File: config.mk
export PLATFORM = sky130hd
export DESIGN_NAME = signed_scalar_wnaf_recoder
export DESIGN_NICKNAME = d
export VERILOG_FILES = /design/src/hw/rtl/sswr_pkg.sv /design/src/hw/rtl/signed_scalar_wnaf_recoder.sv /design/src/hw/rtl/sswr_sub_unit.sv /design/src/hw/rtl/sswr_scan_step.sv /design/src/hw/rtl/sswr_digit_buf.sv
export SDC_FILE = /design/constraint.sdc
export NUM_CORES = 2
export LEC_CHECK = 0
export BUFFER_PORTS_ARGS = -buffer_cell sky130_fd_sc_hd__clkbuf_2
export CAP_MARGIN = 20
export CORE_ASPECT_RATIO = 1.1
export CORE_MARGIN = 1
export CORE_UTILIZATION = 56
export CTS_BUF_LIST = sky130_fd_sc_hd__clkbuf_16
export CTS_CLUSTER_SIZE = 40
export DETAILED_ROUTE_END_ITERATION = 8
export PLACE_DENSITY = 0.77
export SLEW_MARGIN = 15
export SYNTH_ARGS = -nofsm -noshare
export SYNTH_HDL_FRONTEND = slang
export SYNTH_SLANG_ARGS = --single-unit
File: constraint.sdc
create_clock -name aclk -period 5.8 [get_ports aclk]
set_input_delay 0.87 -clock aclk [delete_from_list [all_inputs] [get_ports aclk]]
set_output_delay 0.87 -clock aclk [all_outputs]
set_load 0.01 [all_outputs]
File: src/hw/rtl/sswr_pkg.sv
// Shared types and constants for the signed scalar wNAF recoder.
package sswr_pkg;

    localparam int LIMB_W    = 64;
    localparam int NUM_LIMBS = 4;
    localparam int SCALAR_W  = LIMB_W * NUM_LIMBS;

    // Positions examined per scan cycle when looking for the next digit.
    localparam int SCAN_SPAN = 8;
    localparam int SPAN_IDX_W = $clog2(SCAN_SPAN);

    // Curve group order, limb 0 in the low slot.
    localparam logic [NUM_LIMBS-1:0][LIMB_W-1:0] GROUP_ORDER = {
        64'hFFFF_FFFF_FFFF_FFFF,
        64'hFFFF_FFFF_FFFF_FFFE,
        64'hBAAE_DCE6_AF48_A03B,
        64'hBFD2_5E8C_D036_4141
    };

    // Control outcome of one scan step.
    typedef struct packed {
        logic found;
        logic carry_next;
        logic done;
    } step_ctl_t;

endpackage

File: src/hw/rtl/signed_scalar_wnaf_recoder.sv
// Top level: signed 256-bit scalar to width-WINDOW NAF digit stream.
//
// One scalar is taken per transaction; s_ready is high only while the block
// is idle. A negative scalar (bit 255 set) first runs limb by limb through a
// single 64-bit subtract unit to form group order minus scalar, then the
// check state tests that the magnitude fits in DIGIT_POSITIONS bits. Each
// scan step then either takes one nonzero digit, advancing at least WINDOW
// positions, or skips a span of eight digit-free positions; a scalar has at
// most ceil(DIGIT_POSITIONS/WINDOW) digits, 26 with the defaults. Digits are
// held in a small buffer because a final carry voids them; after the prepare
// state primes the registered buffer read, results leave at one per cycle
// while the sink keeps up. An error or zero magnitude gives a single result
// after the scan or check. Sink stalls during output delay the next transaction.
module signed_scalar_wnaf_recoder #(
    parameter int DIGIT_POSITIONS = 129,
    parameter int WINDOW          = 5
) (
    input  logic                                 aclk,
    input  logic                                 aresetn,
    input  logic                                 s_valid,
    output logic                                 s_ready,
    input  logic [63:0]                          s_scalar_limb0,
    input  logic [63:0]                          s_scalar_limb1,
    input  logic [63:0]                          s_scalar_limb2,
    input  logic [63:0]                          s_scalar_limb3,
    output logic                                 m_valid,
    input  logic                                 m_ready,
    output logic [$clog2(DIGIT_POSITIONS+1)-1:0] m_digit_position,
    output logic signed [WINDOW-1:0]             m_digit_value,
    output logic                                 m_digit_present,
    output logic [$clog2(DIGIT_POSITIONS+1)-1:0] m_digit_length,
    output logic                                 m_range_error,
    output logic                                 m_last_result
);

    localparam int POS_W      = $clog2(DIGIT_POSITIONS + 1);
    localparam int MAX_DIGITS = (DIGIT_POSITIONS + WINDOW - 1) / WINDOW;
    localparam int CNT_W      = $clog2(MAX_DIGITS + 1);
    localparam int ADDR_W     = $clog2(MAX_DIGITS);
    localparam int ENTRY_W    = POS_W + WINDOW;
    localparam int LIMB_IDX_W = $clog2(sswr_pkg::NUM_LIMBS);

    localparam logic [2:0] ST_IDLE   = 3'd0;
    localparam logic [2:0] ST_NEG    = 3'd1;
    localparam logic [2:0] ST_CHECK  = 3'd2;
    localparam logic [2:0] ST_SCAN   = 3'd3;
    localparam logic [2:0] ST_SINGLE = 3'd4;
    localparam logic [2:0] ST_PREP   = 3'd5;
    localparam logic [2:0] ST_EMIT   = 3'd6;

    logic [2:0] state_reg, state_next;
    logic       m_valid_reg, m_valid_next;

    logic [sswr_pkg::NUM_LIMBS-1:0][sswr_pkg::LIMB_W-1:0] mag_reg;
    logic [sswr_pkg::SCALAR_W-1:0] mag_flat;
    logic [LIMB_IDX_W-1:0]         limb_idx_reg;
    logic                          borrow_reg;
    logic                          neg_reg;
    logic [DIGIT_POSITIONS-1:0]    sh_reg;
    logic [POS_W-1:0]              bit_reg;
    logic                          carry_reg;
    logic [CNT_W-1:0]              cnt_reg;
    logic [CNT_W-1:0]              idx_reg;
    logic                          single_err_reg;

    logic [sswr_pkg::LIMB_W-1:0] sub_diff;
    logic                        sub_borrow;
    logic                        over_range;

    logic [DIGIT_POSITIONS-1:0]  step_sh;
    logic [POS_W-1:0]            step_bit;
    logic [POS_W-1:0]            step_pos;
    logic signed [WINDOW-1:0]    step_digit;
    sswr_pkg::step_ctl_t         step_ctl;
    logic [CNT_W-1:0]            cnt_after;

    logic                buf_we;
    logic [ADDR_W-1:0]   buf_raddr;
    logic [ENTRY_W-1:0]  buf_rdata;
    logic [POS_W-1:0]    rd_pos;
    logic [WINDOW-1:0]   rd_digit;
    logic                slot_free;
    logic                emit_take;
    logic                emit_last;
    logic [CNT_W-1:0]    idx_inc;

    assign mag_flat   = mag_reg;
    assign over_range = |(mag_flat >> DIGIT_POSITIONS);

    sswr_sub_unit u_sub (
        .a          (sswr_pkg::GROUP_ORDER[limb_idx_reg]),
        .b          (mag_reg[limb_idx_reg]),
        .borrow_in  (borrow_reg),
        .diff       (sub_diff),
        .borrow_out (sub_borrow)
    );

    sswr_scan_step #(
        .DIGIT_POSITIONS (DIGIT_POSITIONS),
        .WINDOW          (WINDOW),
        .POS_W           (POS_W)
    ) u_step (
        .sh        (sh_reg),
        .carry     (carry_reg),
        .neg       (neg_reg),
        .bit_pos   (bit_reg),
        .sh_next   (step_sh),
        .bit_next  (step_bit),
        .digit_pos (step_pos),
        .digit     (step_digit),
        .ctl       (step_ctl)
    );

    assign buf_we    = (state_reg == ST_SCAN) && step_ctl.found;
    assign cnt_after = cnt_reg + {{(CNT_W-1){1'b0}}, buf_we};
    assign slot_free = !m_valid_reg || m_ready;
    assign emit_take = (state_reg == ST_EMIT) && slot_free;
    assign idx_inc   = idx_reg + {{(CNT_W-1){1'b0}}, 1'b1};
    assign emit_last = (idx_inc == cnt_reg);
    // Read one entry ahead so a result can leave every cycle while the sink keeps up.
    assign buf_raddr = emit_take ? idx_inc[ADDR_W-1:0] : idx_reg[ADDR_W-1:0];
    assign rd_pos    = buf_rdata[ENTRY_W-1:WINDOW];
    assign rd_digit  = buf_rdata[WINDOW-1:0];

    sswr_digit_buf #(
        .DEPTH  (MAX_DIGITS),
        .DATA_W (ENTRY_W)
    ) u_buf (
        .aclk  (aclk),
        .we    (buf_we),
        .waddr (cnt_reg[ADDR_W-1:0]),
        .wdata ({step_pos, step_digit}),
        .raddr (buf_raddr),
        .rdata (buf_rdata)
    );

    assign s_ready = (state_reg == ST_IDLE);
    assign m_valid = m_valid_reg;

    always_comb begin
        state_next   = state_reg;
        m_valid_next = m_valid_reg;
        if (m_valid_reg && m_ready) begin
            m_valid_next = 1'b0;
        end
        case (state_reg)
            ST_IDLE: begin
                if (s_valid) begin
                    state_next = s_scalar_limb3[63] ? ST_NEG : ST_CHECK;
                end
            end
            ST_NEG: begin
                if (limb_idx_reg == LIMB_IDX_W'(sswr_pkg::NUM_LIMBS - 1)) begin
                    state_next = ST_CHECK;
                end
            end
            ST_CHECK: begin
                state_next = over_range ? ST_SINGLE : ST_SCAN;
            end
            ST_SCAN: begin
                if (step_ctl.done) begin
                    if (step_ctl.carry_next || cnt_after == '0) begin
                        state_next = ST_SINGLE;
                    end else begin
                        state_next = ST_PREP;
                    end
                end
            end
            ST_SINGLE: begin
                if (slot_free) begin
                    m_valid_next = 1'b1;
                    state_next   = ST_IDLE;
                end
            end
            ST_PREP: begin
                state_next = ST_EMIT;
            end
            ST_EMIT: begin
                if (slot_free) begin
                    m_valid_next = 1'b1;
                    if (emit_last) begin
                        state_next = ST_IDLE;
                    end
                end
            end
            default: begin
                state_next = ST_IDLE;
            end
        endcase
    end

    always_ff @(posedge aclk) begin
        if (!aresetn) begin
            state_reg   <= ST_IDLE;
            m_valid_reg <= 1'b0;
        end else begin
            state_reg   <= state_next;
            m_valid_reg <= m_valid_next;
        end
    end

    always_ff @(posedge aclk) begin
        case (state_reg)
            ST_IDLE: begin
                mag_reg      <= {s_scalar_limb3, s_scalar_limb2,
                                 s_scalar_limb1, s_scalar_limb0};
                neg_reg      <= s_scalar_limb3[63];
                limb_idx_reg <= '0;
                borrow_reg   <= 1'b0;
            end
            ST_NEG: begin
                mag_reg[limb_idx_reg] <= sub_diff;
                borrow_reg            <= sub_borrow;
                limb_idx_reg          <= limb_idx_reg + 1'b1;
            end
            ST_CHECK: begin
                sh_reg         <= mag_flat[DIGIT_POSITIONS-1:0];
                bit_reg        <= '0;
                carry_reg      <= 1'b0;
                cnt_reg        <= '0;
                idx_reg        <= '0;
                single_err_reg <= over_range;
            end
            ST_SCAN: begin
                sh_reg         <= step_sh;
                bit_reg        <= step_bit;
                carry_reg      <= step_ctl.carry_next;
                cnt_reg        <= cnt_after;
                single_err_reg <= step_ctl.carry_next;
            end
            ST_SINGLE: begin
                if (slot_free) begin
                    m_digit_position <= '0;
                    m_digit_value    <= '0;
                    m_digit_present  <= 1'b0;
                    m_digit_length   <= '0;
                    m_range_error    <= single_err_reg;
                    m_last_result    <= 1'b1;
                end
            end
            ST_EMIT: begin
                if (slot_free) begin
                    m_digit_position <= rd_pos;
                    m_digit_value    <= rd_digit;
                    m_digit_present  <= 1'b1;
                    m_digit_length   <= emit_last ? (rd_pos + 1'b1) : '0;
                    m_range_error    <= 1'b0;
                    m_last_result    <= emit_last;
                    idx_reg          <= idx_inc;
                end
            end
            default: begin
            end
        endcase
    end

    a_err_alone: assert property (@(posedge aclk) disable iff (!aresetn)
        m_valid && m_range_error |-> m_last_result && !m_digit_present)
        else $error("error result carries a digit or is not last");

    a_digit_odd: assert property (@(posedge aclk) disable iff (!aresetn)
        m_valid && m_digit_present |-> m_digit_value[0])
        else $error("emitted digit is even");

    a_len_match: assert property (@(posedge aclk) disable iff (!aresetn)
        m_valid && m_last_result && m_digit_present |->
            m_digit_length == POS_W'(m_digit_position + 1'b1))
        else $error("digit length does not follow last position");

    a_cnt_bound: assert property (@(posedge aclk) disable iff (!aresetn)
        state_reg == ST_SCAN |-> cnt_reg <= CNT_W'(MAX_DIGITS))
        else $error("digit count exceeds buffer depth");

endmodule

File: src/hw/rtl/sswr_sub_unit.sv
// 64-bit subtract-with-borrow unit, reused once per limb for negation.
module sswr_sub_unit (
    input  logic [sswr_pkg::LIMB_W-1:0] a,
    input  logic [sswr_pkg::LIMB_W-1:0] b,
    input  logic                        borrow_in,
    output logic [sswr_pkg::LIMB_W-1:0] diff,
    output logic                        borrow_out
);

    logic [sswr_pkg::LIMB_W:0] wide;

    always_comb begin
        wide = {1'b0, a} - {1'b0, b} - {{sswr_pkg::LIMB_W{1'b0}}, borrow_in};
        diff = wide[sswr_pkg::LIMB_W-1:0];
        borrow_out = wide[sswr_pkg::LIMB_W];
    end

endmodule

File: src/hw/rtl/sswr_scan_step.sv
// One NAF scan step: find the next digit within a short span and advance.
module sswr_scan_step #(
    parameter int DIGIT_POSITIONS = 129,
    parameter int WINDOW          = 5,
    parameter int POS_W           = 8
) (
    input  logic [DIGIT_POSITIONS-1:0] sh,
    input  logic                       carry,
    input  logic                       neg,
    input  logic [POS_W-1:0]           bit_pos,
    output logic [DIGIT_POSITIONS-1:0] sh_next,
    output logic [POS_W-1:0]           bit_next,
    output logic [POS_W-1:0]           digit_pos,
    output logic signed [WINDOW-1:0]   digit,
    output sswr_pkg::step_ctl_t        ctl
);

    localparam int NXT_W   = $clog2(DIGIT_POSITIONS + sswr_pkg::SCAN_SPAN + WINDOW);
    localparam int SHAMT_W = $clog2(sswr_pkg::SCAN_SPAN + WINDOW);

    logic [sswr_pkg::SCAN_SPAN-1:0]  diff;
    logic [sswr_pkg::SPAN_IDX_W-1:0] k;
    logic [WINDOW-1:0]               window;
    logic [WINDOW:0]                 word;
    logic [WINDOW-1:0]               mag_digit;
    logic [SHAMT_W-1:0]              shamt;
    logic [NXT_W-1:0]                nxt;

    always_comb begin
        // Mark positions in range whose bit differs from the running carry.
        for (int i = 0; i < sswr_pkg::SCAN_SPAN; i++) begin
            diff[i] = (sh[i] ^ carry) &&
                      ((NXT_W'(bit_pos) + NXT_W'(i)) < NXT_W'(DIGIT_POSITIONS));
        end
        k = '0;
        for (int i = sswr_pkg::SCAN_SPAN - 1; i >= 0; i--) begin
            if (diff[i]) begin
                k = sswr_pkg::SPAN_IDX_W'(i);
            end
        end
        ctl.found = |diff;
        window    = sh[k +: WINDOW];
        word      = {1'b0, window} + {{WINDOW{1'b0}}, carry};
        // Digit is the low window bits read as two's complement, negated for a negative scalar.
        mag_digit = word[WINDOW-1:0];
        digit     = neg ? -mag_digit : mag_digit;
        ctl.carry_next = ctl.found ? word[WINDOW-1] : carry;
        shamt = ctl.found ? (SHAMT_W'(k) + SHAMT_W'(WINDOW))
                          : SHAMT_W'(sswr_pkg::SCAN_SPAN);
        sh_next   = sh >> shamt;
        nxt       = NXT_W'(bit_pos) + NXT_W'(shamt);
        ctl.done  = nxt >= NXT_W'(DIGIT_POSITIONS);
        bit_next  = nxt[POS_W-1:0];
        digit_pos = bit_pos + POS_W'(k);
    end

endmodule

File: src/hw/rtl/sswr_digit_buf.sv
// Digit buffer: one write port, one registered read port.
module sswr_digit_buf #(
    parameter int DEPTH  = 26,
    parameter int DATA_W = 13
) (
    input  logic                     aclk,
    input  logic                     we,
    input  logic [$clog2(DEPTH)-1:0] waddr,
    input  logic [DATA_W-1:0]        wdata,
    input  logic [$clog2(DEPTH)-1:0] raddr,
    output logic [DATA_W-1:0]        rdata
);

    logic [DATA_W-1:0] mem [DEPTH];

    always_ff @(posedge aclk) begin
        if (we) begin
            mem[waddr] <= wdata;
        end
        rdata <= mem[raddr];
    end

endmodule

==> results.yml <==
run_status:
  status: "finished clean"
route:
  wire_per_inst_um: 27.6
  ant_nets: 0
  vias: 32000
  drc: 0
  routed_wl_um: 136000
  drtIter0Drc: 3512
  drt-vias-per-instance: 6.52
  dr.pass1.iters: 6
synthesis:
  synth_nets: 3918
  synth-main-ff-cell: "edfxtp_1"
  postSynthAreaPerCell_um2: 12.7
  synth-seq-cells: 788
  yosysWarningCount: 0
  ys_seq_area_share_pct: 52.5
  synth_cell_type_count: 79
  syn_inst: 3529
  synth_edf_count: 771
  async_flop_share_pct: 0
  synth_area_mm2: 0.0447
finish:
  area_growth_pct: 13.0
  final_nets: 4186
  largest_reg_flops: 338
  drive_above_1_share_pct: 23.0
  stdcell_count: 4910
clock_network:
  clk_latency_ns: 0.65
  ctsHoldBuffers: 0
  clockRootBuffer: "clkbuf_16"
  clockBufferDepth: 3
  cts.htree.levels: 3
  cts_num_sinks: 788
  clk_pin_slew_ns: 0.07
  cts_tree: "done"
  cts_buffers: 82
worst_setup_path:
  crit_path_cell_trace: "or4_4 -> or2_1 -> a2111oi_4 -> o21ai_1 -> a21oi_1 -> nand2_1 -> ha_1 -> nor3_1 -> a21o_4 -> inv_1 -> ha_1 -> nor2b_1 -> o21ai_1 -> a211o_1 -> a21o_1 -> a211oi_1 -> o22ai_1 -> a221oi_2 -> buf_4 -> nor4_1 -> a21oi_1 -> nor2_1 -> o31a_1"
  critPathCapture: "state_reg[1]$_SDFFE_PN0P_"
  worst_ep_arrival_time_ns: 6.01
  cp-start-kind: "register"
  critPathLaunch: "bit_reg[6]$_SDFFCE_PN0P_"
  crit_slowest_cell: "or4_4"
  r2r-start: "bit_reg[6]$_SDFFCE_PN0P_"
  worstRegToRegCells: 23
  end_kind: "register"
  rr_endpoint: "state_reg[1]$_SDFFE_PN0P_"
  required_ns: 6.33
  cp_max_fo: 8
  r2r_setup_slack_ns: 0.31
  critPathKind: "reg2reg"
  cpPeakStageDelay_ns: 0.65
floorplan:
  die_w_um: 271
  core_mm2: 0.0789
  ios: 286
  die_h_um: 298
  start_util_pct: 56.7
  dieArea_mm2: 0.0810
  rows: 108
grt:
  grt_usage_pct: 33.0
  grt-ovfl-total: 0
  grt_max_degree: 131
  grt_pass1_wl_um: 199000
  antenna_found_initial: 2
  grt_pass1_vias: 31500
timing:
  slew_headroom_pct: 25.4
  fmax_ghz: 0.182
  tns_ns: 0
  rsz0062_at_grt: "no"
  setup_viol: 0
  hold_viol: 0
  slew_viol_final: 0
  clock_skew_ns: 0.0287
  fin_crit_ns: 5.49
  fin_crit_sh_pct: 94.6
  worst_pin_slew_ns: 1.12
placement:
  portBuffers: 285
  dpl.hpwl_um: 97700
  gp_congestion: 1.03
  post-place-cells: 4755
run:
  drv_cap: 0
hold_path:
  hold_class: "reg2reg"
==> what timing repair did <==
action | 4_1_cts | 5_1_grt
gates resized for setup | 0 | 1
endpoints found under the setup margin | 0 | 1
buffers inserted | 0 | 1
==> cell usage in the layout, fill, tap and decap left out, types with 17 or more instances in the layout <==
master     netlist  final
edfxtp_1       771    771
mux2i_1        375    374
nand2_1        323    317
clkbuf_2         0    285
o21ai_0        209    207
a22o_1         199    199
inv_1          147    162
mux4_2         155    155
nor2_1         139    134
mux2_2         130    130
ha_1           125    124
buf_4            3    119
a21oi_1        102    102
clkbuf_16        0     84
nand3_1         62     60
xor2_1          54     53
xnor2_1         49     41
nor4_1          39     37
and2_1          35     35
a21o_1          33     32
nor3_1          29     29
nand4_1         28     28
nand2b_1        25     25
o31ai_1         24     24
o211ai_1        20     20
nor2b_1         17     17
dfxtp_1         17     17
==> layer usage <==
layer / up-vias / part of all wire [%] / global-route usage [%]
li1: 14200 / - / -
met1: 15800 / 38 / 42.1
met2: 1743 / 50 / 56.5
met3: 282 / 8.0 / 4.40
met4: 2 / 4.5 / 14.1
met5: - / 0.0089 / 0
==> final cells by class <==
| cell class | instances | area [µm²] |
|---|---|---|
| fillers | 5899 | 28400 |
| flip-flops and latches | 788 | 23500 |
| multi-input cells | 2358 | 19900 |
| repair buffers | 418 | 2580 |
| clock buffers | 84 | 2100 |
| well taps | 1045 | 1310 |
| inverters | 149 | 577 |
| clock inverters | 67 | 523 |
| diodes | 1 | 2.50 |
==> metrics by stage <==
stage                     worst slack, ns  cell area, µm²  hold slack [ns]  utilization (%)
after detailed placement            0.364           47800            0.494             60.6
final                               0.314           50500            0.498             64.0
after floorplan                   0.00916           44700            0.482                -
after global routing              0.00521           50500            0.519             64.0
after CTS                           0.337           50500            0.486             64.0
after global placement              0.371           47800            0.485             60.6
==> cells by family (layout without fill, tap and decap cells) <==
kind of cell / after synthesis / count (layout) / synth area share (%)
mux: 660 / 660 / 19.5
compound gates: 703 / 703 / 10.9
buf+inv: 383 / 718 / 3.41
other cells: 0 / 1 / 0
simple gates: 763 / 763 / 8.02
fa+ha+maj: 129 / 129 / 3.68
xor+xnor: 103 / 103 / 2.02
flops: 788 / 788 / 52.5
==> synth_stat cells, types with 6 or more instances <==
master	instances	share of area, %
and2_1	35	0.49
nor3_1	29	0.32
ha_1	125	3.5
xor2_1	54	1.1
edfxtp_1	771	52
a31oi_1	14	0.20
o22ai_1	6	0.084
nor4_1	39	0.55
a21o_1	33	0.55
inv_1	147	1.2
a32o_1	6	0.13
and3_1	15	0.21
buf_1	31	0.26
o21bai_1	8	0.13
mux4_2	155	7.8
o211ai_1	20	0.34
nor3b_1	8	0.13
nor2_1	139	1.2
nand3_1	62	0.69
clkbuf_1	164	1.4
xnor2_1	49	0.96
mux2i_1	375	8.4
nor2b_1	17	0.24
or3_1	6	0.084
mux2_2	130	3.3
or2_2	12	0.17
dfxtp_1	17	0.76
o21ai_0	209	2.3
o31ai_1	24	0.40
nand2_1	323	2.7
a21boi_0	6	0.10
nand4_1	28	0.39
o21a_1	7	0.12
a211oi_1	12	0.20
a21oi_1	102	1.1
nand2b_1	25	0.35
buf_2	33	0.37
a22o_1	199	3.9
==> worst min-delay path by stage <==
stage / from / cells after the start / endpoint / slack (ns)
4_1_cts: s_scalar_limb1[46] / 2 / mag_flat[110]$_DFFE_PP_ / 0.49
5_1_grt: aresetn / 2 / state_reg[1]$_SDFFE_PN0P_ / 0.52
6_report: m_valid$_SDFF_PN0_ / 2 / m_valid$_SDFF_PN0_ / 0.50
3_3_place_gp: m_valid$_SDFF_PN0_ / 2 / m_valid$_SDFF_PN0_ / 0.48
3_5_place_dp: m_valid$_SDFF_PN0_ / 2 / m_valid$_SDFF_PN0_ / 0.49
2_1_floorplan: u_buf.rdata[0]$_DFF_P_ / 1 / m_digit_value[0]$_SDFFCE_PN0P_ / 0.48
==> critical path: cells and delay by family, from the launching register on <==
family	cells	cell delay, ns
DFF	1	0.49
buffers and inverters	2	0.25
AOI/OAI and AO/OA	12	2.57
and+or+nand+nor	7	1.53
adders and majority gates	2	0.56
Power is left out: the tool's default activity adds up to more than one toggle a clock period on the data nets, which glitch-free logic cannot reach.
